**src/hw/rtl/bsrg_pkg.sv**
```systemverilog
// Shared types, widths and helper functions for the BCube source-route generator.
// Used by the controller, the datapath and the top level; depends on nothing.
package bsrg_pkg;

  localparam int MAX_LEVELS = 4;
  localparam int MAX_PORTS  = 8;

  localparam int HOST_W  = 12;
  localparam int NODE_W  = 13;
  localparam int LVL_W   = 2;
  localparam int PORT_W  = 4;
  localparam int DIGIT_W = 3;
  localparam int PIDX_W  = 3;
  localparam int PROD_W  = NODE_W + DIGIT_W;
  localparam int WIDX_W  = 1;

  localparam logic [WIDX_W-1:0] REG_LEVELS = 1'd0;
  localparam logic [WIDX_W-1:0] REG_PORTS  = 1'd1;

  typedef enum logic [2:0] {
    ST_IDLE,
    ST_POW,
    ST_CHECK,
    ST_DIGIT,
    ST_SWITCH,
    ST_HOST
  } state_t;

  typedef struct packed {
    logic load;
    logic pow_step;
    logic check;
    logic digit;
    logic sw;
    logic host;
    logic step_level;
  } cmd_t;

  typedef struct packed {
    logic pow_last;
    logic route_ok;
    logic differ;
    logic low_eq;
    logic level_zero;
  } sts_t;

  // Highest usable level, limited to what the storage holds.
  function automatic logic [LVL_W-1:0] eff_levels(input logic [LVL_W-1:0] lv);
    logic [LVL_W-1:0] k;
    k = lv;
    if (int'(lv) > MAX_LEVELS - 1) k = LVL_W'(MAX_LEVELS - 1);
    return k;
  endfunction

  // Digit base clamped into the supported range.
  function automatic logic [PORT_W-1:0] eff_ports(input logic [PORT_W-1:0] p);
    logic [PORT_W-1:0] n;
    n = p;
    if (p < PORT_W'(2)) n = PORT_W'(2);
    if (p > PORT_W'(MAX_PORTS)) n = PORT_W'(MAX_PORTS);
    return n;
  endfunction

  // Leading digit of rem with place value pw, for rem below base times pw.
  function automatic logic [DIGIT_W-1:0] lead_digit(input logic [NODE_W-1:0] rem,
                                                    input logic [NODE_W-1:0] pw);
    logic [DIGIT_W-1:0] d;
    logic [PROD_W-1:0]  m;
    d = '0;
    for (int i = 1; i < MAX_PORTS; i++) begin
      m = PROD_W'(pw) * PROD_W'(i);
      if (m <= PROD_W'(rem)) d = DIGIT_W'(i);
    end
    return d;
  endfunction

endpackage

```
**src/hw/rtl/bsrg_ctrl.sv**
```systemverilog
// Sequencing state machine of the BCube source-route generator.
// Depends on bsrg_pkg for the state type and the command and status structs.
module bsrg_ctrl import bsrg_pkg::*; (
  input  logic   clk,
  input  logic   rst,
  input  logic   start,
  input  sts_t   sts,
  output cmd_t   cmd,
  output logic   busy
);

  state_t state;
  state_t state_next;

  always_ff @(posedge clk) begin
    if (rst) begin
      state <= ST_IDLE;
    end else begin
      state <= state_next;
    end
  end

  always_comb begin
    state_next = state;
    case (state)
      ST_IDLE: begin
        if (start) state_next = ST_POW;
      end
      ST_POW: begin
        if (sts.pow_last) state_next = ST_CHECK;
      end
      ST_CHECK: begin
        state_next = sts.route_ok ? ST_DIGIT : ST_IDLE;
      end
      ST_DIGIT: begin
        state_next = ST_SWITCH;
      end
      ST_SWITCH: begin
        if (sts.differ) state_next = ST_HOST;
        else if (sts.level_zero) state_next = ST_IDLE;
        else state_next = ST_DIGIT;
      end
      ST_HOST: begin
        if (sts.low_eq || sts.level_zero) state_next = ST_IDLE;
        else state_next = ST_DIGIT;
      end
      default: state_next = ST_IDLE;
    endcase
  end

  always_comb begin
    cmd  = '0;
    busy = 1'b1;
    case (state)
      ST_IDLE: begin
        busy     = 1'b0;
        cmd.load = start;
      end
      ST_POW:    cmd.pow_step = 1'b1;
      ST_CHECK:  cmd.check = 1'b1;
      ST_DIGIT:  cmd.digit = 1'b1;
      ST_SWITCH: begin
        cmd.sw         = 1'b1;
        cmd.step_level = !sts.differ;
      end
      ST_HOST: begin
        cmd.host       = 1'b1;
        cmd.step_level = 1'b1;
      end
      default: busy = 1'b1;
    endcase
  end

endmodule

```
**src/hw/rtl/bsrg_datapath.sv**
```systemverilog
// Datapath of the BCube source-route generator: configuration registers, power
// table, digit extraction, route arithmetic and result registers. Uses bsrg_pkg.
module bsrg_datapath import bsrg_pkg::*; (
  input  logic                clk,
  input  logic                rst,
  input  logic                wr_en,
  input  logic [WIDX_W-1:0]   wr_index,
  input  logic [PORT_W-1:0]   wr_data,
  input  logic [HOST_W-1:0]   src_host,
  input  logic [HOST_W-1:0]   dest_host,
  input  cmd_t                cmd,
  output sts_t                sts,
  output logic                result_valid,
  output logic [NODE_W-1:0]   node_id,
  output logic                is_switch,
  output logic                blocked,
  output logic                last
);

  logic [LVL_W-1:0]   levels;
  logic [PORT_W-1:0]  ports;

  logic [LVL_W-1:0]   k;
  logic [PORT_W-1:0]  n;
  logic [NODE_W-1:0]  pw [MAX_LEVELS+1];
  logic [PIDX_W-1:0]  pidx;
  logic [LVL_W-1:0]   lvl;
  logic [HOST_W-1:0]  src;
  logic [HOST_W-1:0]  dst;
  logic [NODE_W-1:0]  src_rem;
  logic [NODE_W-1:0]  dst_rem;
  logic [HOST_W-1:0]  dst_hi;
  logic [HOST_W-1:0]  cur;
  logic [DIGIT_W-1:0] ds;
  logic [DIGIT_W-1:0] dd;
  logic [NODE_W-1:0]  ds_pw;
  logic [NODE_W-1:0]  dd_pw;
  logic [NODE_W-1:0]  swbase;
  logic               low_eq;

  logic [NODE_W-1:0]  hosts;
  logic [NODE_W-1:0]  pw_lvl;
  logic [NODE_W-1:0]  pw_prev;
  logic [NODE_W-1:0]  src_low;
  logic [NODE_W-1:0]  dst_low;
  logic [NODE_W-1:0]  rest;
  logic               bad;
  logic [DIGIT_W-1:0] ds_new;
  logic [DIGIT_W-1:0] dd_new;

  assign hosts   = pw[PIDX_W'(k) + PIDX_W'(1)];
  assign pw_lvl  = pw[PIDX_W'(lvl)];
  assign pw_prev = pw[pidx - PIDX_W'(1)];
  assign src_low = src_rem - ds_pw;
  assign dst_low = dst_rem - dd_pw;
  assign rest    = NODE_W'(NODE_W'(dst_hi) * pw_lvl) + src_low;
  assign bad     = (NODE_W'(src) >= hosts) || (NODE_W'(dst) >= hosts) || (src == dst);
  assign ds_new  = lead_digit(src_rem, pw_lvl);
  assign dd_new  = lead_digit(dst_rem, pw_lvl);

  assign sts.pow_last   = (pidx == PIDX_W'(k) + PIDX_W'(1));
  assign sts.route_ok   = !bad;
  assign sts.differ     = (ds != dd);
  assign sts.low_eq     = low_eq;
  assign sts.level_zero = (lvl == '0);

  always_ff @(posedge clk) begin
    if (rst) begin
      levels <= LVL_W'(1);
      ports  <= PORT_W'(4);
    end else if (wr_en) begin
      if (wr_index == REG_LEVELS) levels <= wr_data[LVL_W-1:0];
      if (wr_index == REG_PORTS)  ports  <= wr_data;
    end
  end

  always_ff @(posedge clk) begin
    if (rst) begin
      result_valid <= 1'b0;
    end else begin
      result_valid <= (cmd.check || cmd.host || (cmd.sw && (ds != dd)));
    end
  end

  always_ff @(posedge clk) begin
    if (cmd.load) begin
      k       <= eff_levels(levels);
      n       <= eff_ports(ports);
      lvl     <= eff_levels(levels);
      pw[0]   <= NODE_W'(1);
      pidx    <= PIDX_W'(1);
      src     <= src_host;
      dst     <= dest_host;
      src_rem <= NODE_W'(src_host);
      dst_rem <= NODE_W'(dest_host);
      cur     <= src_host;
      dst_hi  <= '0;
    end
    if (cmd.pow_step) begin
      pw[pidx] <= NODE_W'(pw_prev * NODE_W'(n));
      pidx     <= pidx + PIDX_W'(1);
    end
    if (cmd.check) begin
      node_id   <= bad ? '0 : NODE_W'(src);
      is_switch <= 1'b0;
      blocked   <= bad;
      last      <= bad;
    end
    if (cmd.digit) begin
      ds     <= ds_new;
      dd     <= dd_new;
      ds_pw  <= NODE_W'(PROD_W'(pw_lvl) * PROD_W'(ds_new));
      dd_pw  <= NODE_W'(PROD_W'(pw_lvl) * PROD_W'(dd_new));
      swbase <= hosts + NODE_W'(NODE_W'(lvl) * pw[PIDX_W'(k)]);
    end
    if (cmd.sw) begin
      src_rem   <= src_low;
      dst_rem   <= dst_low;
      dst_hi    <= HOST_W'(dst_hi * HOST_W'(n)) + HOST_W'(dd);
      low_eq    <= (src_low == dst_low);
      node_id   <= swbase + rest;
      is_switch <= 1'b1;
      blocked   <= 1'b0;
      last      <= 1'b0;
    end
    if (cmd.host) begin
      cur       <= HOST_W'(NODE_W'(cur) - ds_pw + dd_pw);
      node_id   <= NODE_W'(cur) - ds_pw + dd_pw;
      is_switch <= 1'b0;
      blocked   <= 1'b0;
      last      <= low_eq;
    end
    if (cmd.step_level) begin
      lvl <= lvl - LVL_W'(1);
    end
  end

endmodule

```
**src/hw/rtl/bcube_source_route_generator_unit.sv**
```systemverilog
// Top level of the BCube source-route generator.
// Joins bsrg_ctrl and bsrg_datapath; types and widths come from bsrg_pkg.
//
// Usage. A route request is taken at a rising edge with start high and busy
// low: src_host and dest_host are sampled there. The block then emits the
// route one item at a time on node_id, is_switch, blocked and last, each item
// shown for exactly one cycle with result_valid high. The first item is the
// source host; for every differing digit, from the top level down, a switch
// item and then the corrected host item follow. The final item has last set.
// A host outside the network, or equal hosts, gives one item with blocked and
// last set and node_id zero.
//
// Sequence. After acceptance the power table is built up to entry k+1, one
// multiply per cycle (k the configured highest level), then a check step
// tests the range and emits the source. Each level then runs a digit split
// and a switch step when its digits match, and adds a host step when they
// differ, until the lower digits agree. busy falls in the cycle the last
// item is shown, and one route runs at a time.
//
// Configuration is written through wr_en, wr_index and wr_data while busy is
// low. Reset restores levels to 1 and ports to 4 and returns to idle. The
// receiver must take each item in the cycle it is shown; there is no stall.
module bcube_source_route_generator_unit import bsrg_pkg::*; (
  input  logic                clk,
  input  logic                rst,
  input  logic                start,
  output logic                busy,
  input  logic                wr_en,
  input  logic [WIDX_W-1:0]   wr_index,
  input  logic [PORT_W-1:0]   wr_data,
  input  logic [HOST_W-1:0]   src_host,
  input  logic [HOST_W-1:0]   dest_host,
  output logic                result_valid,
  output logic [NODE_W-1:0]   node_id,
  output logic                is_switch,
  output logic                blocked,
  output logic                last
);

  cmd_t cmd;
  sts_t sts;

  // The controller only sequences; all arithmetic lives in the datapath.
  bsrg_ctrl u_ctrl (
    .clk   (clk),
    .rst   (rst),
    .start (start),
    .sts   (sts),
    .cmd   (cmd),
    .busy  (busy)
  );

  bsrg_datapath u_datapath (
    .clk          (clk),
    .rst          (rst),
    .wr_en        (wr_en),
    .wr_index     (wr_index),
    .wr_data      (wr_data),
    .src_host     (src_host),
    .dest_host    (dest_host),
    .cmd          (cmd),
    .sts          (sts),
    .result_valid (result_valid),
    .node_id      (node_id),
    .is_switch    (is_switch),
    .blocked      (blocked),
    .last         (last)
  );

endmodule
```
**config.mk**
```make
export PLATFORM = sky130hd
export DESIGN_NAME = bcube_source_route_generator_unit
export DESIGN_NICKNAME = d
export VERILOG_FILES = /design/src/hw/rtl/bsrg_pkg.sv /design/src/hw/rtl/bsrg_ctrl.sv /design/src/hw/rtl/bsrg_datapath.sv /design/src/hw/rtl/bcube_source_route_generator_unit.sv
export SDC_FILE = /design/constraint.sdc
export NUM_CORES = 1
export LEC_CHECK = 0
export BUFFER_PORTS_ARGS = -buffer_cell sky130_fd_sc_hd__buf_2
export CAP_MARGIN = 20
export CORE_MARGIN = 2
export CORE_UTILIZATION = 60
export CTS_CLUSTER_SIZE = 40
export DETAILED_ROUTE_END_ITERATION = 7
export PLACE_DENSITY_LB_ADDON = 0.05
export SLEW_MARGIN = 20
export SYNTH_ARGS = -nofsm -noshare
export SYNTH_HDL_FRONTEND = slang
export SYNTH_SLANG_ARGS = --single-unit
export TNS_END_PERCENT = 100
```
**constraint.sdc**
```tcl
create_clock -name clk -period 15.55 [get_ports clk]
set_input_delay 1.555 -clock clk [delete_from_list [all_inputs] [get_ports clk]]
set_output_delay 1.555 -clock clk [all_outputs]
set_load 0.01 [all_outputs]
```
Word level (Yosys, flattened, before mapping) --
Memory sizes are Yosys's and may differ from the RTL's. A register that Yosys moved wholly into a read port is not among the register bits. Index checks and enable logic that the tools add are counted.
Storage, ports and cells: flip-flop bits (word level) 157, RAM bits 65, word-level logic and storage cells 159, memories kept 1
Cells by class: add/sub/neg operators 12, multiply operators 10, order comparisons 18, equality and inequality tests 11, mux-type cells 60, bitwise logic cells 1, reductions and logical operators 21
Memory list:
- u_datapath.pw | depth 5, bits a word 13, read ports 4, clocked after memory_dff 2, wr ports 1, RTL line bsrg_datapath.sv:25 | logic [NODE_W-1:0] pw [MAX_LEVELS+1];
Operators with widths (number):
- $mux W13 | 8
- $le A16 B13 Y1 | 6
- $le A15 B13 Y1 | 4
- $mux W12 | 5
- $mux W3 | 18
- $add A13 B13 Y13 | 4
- $mul A13 B3 Y16 const B | 2
- $mul A13 B2 Y15 const B | 2
- $le A14 B13 Y1 | 2
- $ge A12 B13 Y1 | 2
- $le A13 B13 Y1 | 2
- $mul A13 B3 Y13 | 2
- $sub A13 B13 Y13 | 2
- $mux W1 | 19
- $pmux W3 S6 | 1
- $mux W2 | 7
- $eq A13 B13 Y1 | 1
- $mul A12 B13 Y13 | 1
- $mul A13 B4 Y13 | 1
- $mul A2 B13 Y13 | 1
- $reduce_or A13 Y1 | 1
- $sub A12 B13 Y13 | 1
- $add A12 B3 Y12 | 1
- $eq A12 B12 Y1 | 1
- other kinds (25) | 39

Longest topological paths before layout --
word-level depth 9, mapped depth 38, mapped depth without buffers 34

By module --
Synthesis repeated with hierarchy kept, for this count alone.
Second synthesis, totals: cells, all modules 2690, area, all modules 26421.6 µm²
By module, submodules not included:
- bsrg_datapath | times used 1, cells an instance 2657, area each 26145.1 µm², seq. area each 6566.3 µm²
- bsrg_ctrl | times used 1, cells an instance 33, area each 276.5 µm², seq. area each 60.1 µm²

Worst setup path before layout --
Ideal clock, no wire load.
path kind reg2reg, from reg with a tool-made name, to reg u_datapath.ds_pw[12] (data pin), arrival 8.393 ns, slack 6.890 ns, stages on the path, launching flop included 38, buffers on the path 4, period minus slack after synthesis 8.660 ns, cell sequence dfxtp_1 -> buf_2 -> mux4_2 -> clkbuf_1 -> clkbuf_1 -> ha_1 -> ha_1 -> inv_1 -> fa_1 -> nor2b_1 -> o31ai_1 -> nand2b_1 -> a21oi_1 -> xnor2_1 -> ha_1 -> a21o_1 -> a21o_1 -> a21o_1 -> (+2 left out) -> nor2_1 -> o21ai_0 -> nand3_1 -> clkbuf_1 -> and2_1 -> fa_1 -> ha_1 -> fa_1 -> a21o_1 -> a21oi_1 -> o21bai_1 -> a21oi_1 -> o21ai_0 -> a21o_1 -> a21oi_1 -> xnor2_1 -> xnor2_1 -> xnor3_1
RTL lines:
- to (signal assigned) | RTL line bsrg_datapath.sv:112 | ds_pw <= NODE_W'(PROD_W'(pw_lvl) * PROD_W'(ds_new));
- to (decl) | RTL line bsrg_datapath.sv:36 | logic [NODE_W-1:0] ds_pw;

==> metrics.yaml <==
nets: 3260
worstPathArrival_ns: 9.82
max_slew_margin_pct: 15.7
skew_ns: 0.0335
async_flop_share_pct: 0
max_cap_viol_count: 0
regArea_mm2: 0.00663
grt_max_degree: 57
fill_cells: 3450
clkSinkCount: 226
r2r_end: "u_datapath.ds_pw[12]$_DFFE_PN_"
start_util_pct: 60.6
critPathCaptureType: "register"
synth_nets: 3229
via_per_inst: 6.11
ys_ff_latch: 226
cts_max_level: 1
multi_input_area_mm2: 0.0179
setup_viol: 0
tightest_slew_ns: 1.26
fmax_mhz: 105
avgSynthCellArea_um2: 9.83
netlist_area_mm2: 0.0260
yosysMostFrequentCell: "ha_1"
ctsHoldBuffers: 0
path_max_fanout: 30
slew_viol_final: 0
slowest_stage: "dfxtp_1"
synth_top_area_share_pct: 24.3
grt_pass1_vias: 20300
synth_warnings: 0
max_stage_delay_ns: 0.83
synth-edff-count: 210
fin_cells: 3280
status: "complete, no violations"
grt_setup_unrepaired: "false"
holdPathStages: 2
grt_usage_pct: 33.3
reg2reg_depth: 35
core-area_mm2: 0.0429
hp-start: "u_datapath.ports[0]$_SDFFE_PP0P_"
cts_resized: 0
start_kind: "register"
rrSetupSlack_ns: 6.03
syn_inst: 2642
first_iter_violations: 1584
path_class: "register to register"
ys_types: 72
clk_path_buf_depth: 3
syn_to_final_growth_pct: 7.54
synth_ff_type: "edfxtp_1"
dieArea_mm2: 0.0450
overflow: 0
routedWlPerCell_um: 22.2
synth_top_cell_by_area: "edfxtp_1"
cts_tree: "done"
yosys-top-cells-area: "edfxtp_1 24%, ha_1 19%, fa_1 13%, inv_1 4.5%, nand2_1 4.5%"
rows: 76
clkLatencyLatePin_ns: 0.57
timing.final.crit_share_pct: 61.2
dp_cells: 3229
cts_made_buffers: 27
hold_viol_final: 0
final_antenna_net_count: 0
finalWirelength_um: 72800
io_pins: 51
hp-class: "register to register"
cpMostUsedCell: "a21o_1"
tns_ns: 0
place_hpwl_um: 56200
min_period_ns: 9.52
root_buffer: "clkbuf_16"
antenna_found_initial: 1
drcViolationCount: 0
portBuffers: 50
gp_congestion: 0.969
required_ns: 15.85
yosysSeqAreaShare_pct: 25.5
ys_top_cells_by_count: "386 x ha_1, 314 x inv_1, 314 x nand2_1, 210 x edfxtp_1, 168 x fa_1"
drive_gt1_share_pct: 7.91
via_count: 20000
chipWidth_um: 212
hold-path-endpoint: "u_datapath.ports[0]$_SDFFE_PP0P_"
grt_pass1_wl_um: 114000
clk_pin_slew_worst_paths_ns: 0.06
firstDrtPassIters: 6
cts_setup_buffers: 0
die_h_um: 212
-- area by class of cell --
type | instances | area share, %
sequential | 226 | 23.7
inverter | 314 | 4.22
antenna | 2 | 0.0179
multi-input combinational | 2025 | 64.1
timing repair buffer | 79 | 1.68
clock buffer | 28 | 2.43
clock inverter | 21 | 1.16
tap | 585 | 2.62
-- per-layer routing --
| layer | GRT usage, % | vias to the layer above | share of wire [%] |
|---|---|---|---|
| met5 | 0 | - | 0 |
| met2 | 57.0 | 630 | 48 |
| met4 | 12.1 | 0 | 3.9 |
| met1 | 42.5 | 9926 | 41 |
| met3 | 5.79 | 171 | 6.6 |
| li1 | - | 9307 | - |
-- cell usage in the layout (no fill, tap or decap), types with 24 or more instances in the layout --
cell type    n
nand2_1    311
nand3_1     43
mux4_2      52
a21o_1      72
o21a_1      24
edfxtp_1   210
xnor2_1    129
nor2b_1     40
o21ai_0    115
inv_1      314
buf_4       29
buf_2       50
clkbuf_16   27
ha_1       386
fa_1       168
nor2_1      98
xor2_1      50
and2_1      96
a21oi_1    143
-- stage by stage --
step | setup slack, ns | utilization (%) | cell area (um^2) | hold WS [ns]
CTS | 6.08 | 65.1 | 27900 | 0.464
global route | 5.35 | 65.1 | 27900 | 0.494
finish | 6.03 | 65.1 | 27900 | 0.462
global placement | 6.31 | 62.8 | 26900 | 0.451
detailed placement | 6.12 | 62.8 | 26900 | 0.451
floorplan | 6.89 | - | 26000 | 0.432
-- worst max path at each step --
| stage | endpoint | slack [ns] | depth (start not counted) |
|---|---|---|---|
| floorplan | u_datapath.ds_pw[12]$_DFFE_PN_ | 6.89 | 37 |
| global placement | u_datapath.ds_pw[12]$_DFFE_PN_ | 6.31 | 35 |
| detailed placement | u_datapath.dd_pw[12]$_DFFE_PN_ | 6.12 | 31 |
| CTS | u_datapath.dd_pw[12]$_DFFE_PN_ | 6.08 | 31 |
| global route | u_datapath.ds_pw[12]$_DFFE_PN_ | 5.35 | 35 |
| finish | u_datapath.ds_pw[12]$_DFFE_PN_ | 6.03 | 35 |
-- critical path, delay by kind of cell (launching register included) --
family	cells	cell delay, ns
buffers and inverters	3	0.56
XOR/XNOR	4	0.74
AND/OR/NAND/NOR	5	1.00
multiplexers	1	0.60
AO/OA/AOI/OAI	15	3.31
adder cells (fa/ha/maj)	7	2.20
flip-flops	1	0.83
-- sequential cells by signal, indices dropped and copies added, names as in the netlist, 2 cells and up, named ones only --
register and count:
u_datapath.dd 3, u_datapath.dst_hi 12, u_ctrl.state 3, u_datapath.cur 12, u_datapath.pidx 3, u_datapath.ds 3
u_datapath.src_rem 13, u_datapath.src 12, u_datapath.swbase 13, u_datapath.ports 4, u_datapath.k 2, u_datapath.pw 65
u_datapath.ds_pw 13, u_datapath.levels 2, u_datapath.n 4, u_datapath.lvl 2, u_datapath.node_id 13, u_datapath.dst 12
u_datapath.dst_rem 13, u_datapath.dd_pw 13
-- cells by family after synthesis --
kind of cell | synth area share, %
flip-flops | 25.5
AO/OA/AOI/OAI | 12.1
buffers and inverters | 5.68
AND/OR/NAND/NOR | 13.0
XOR/XNOR | 6.33
adder cells (fa/ha/maj) | 31.5
multiplexers | 5.78
Power is left out: the tool's default activity adds up to more than one toggle a clock period on the data nets, which glitch-free logic cannot reach.
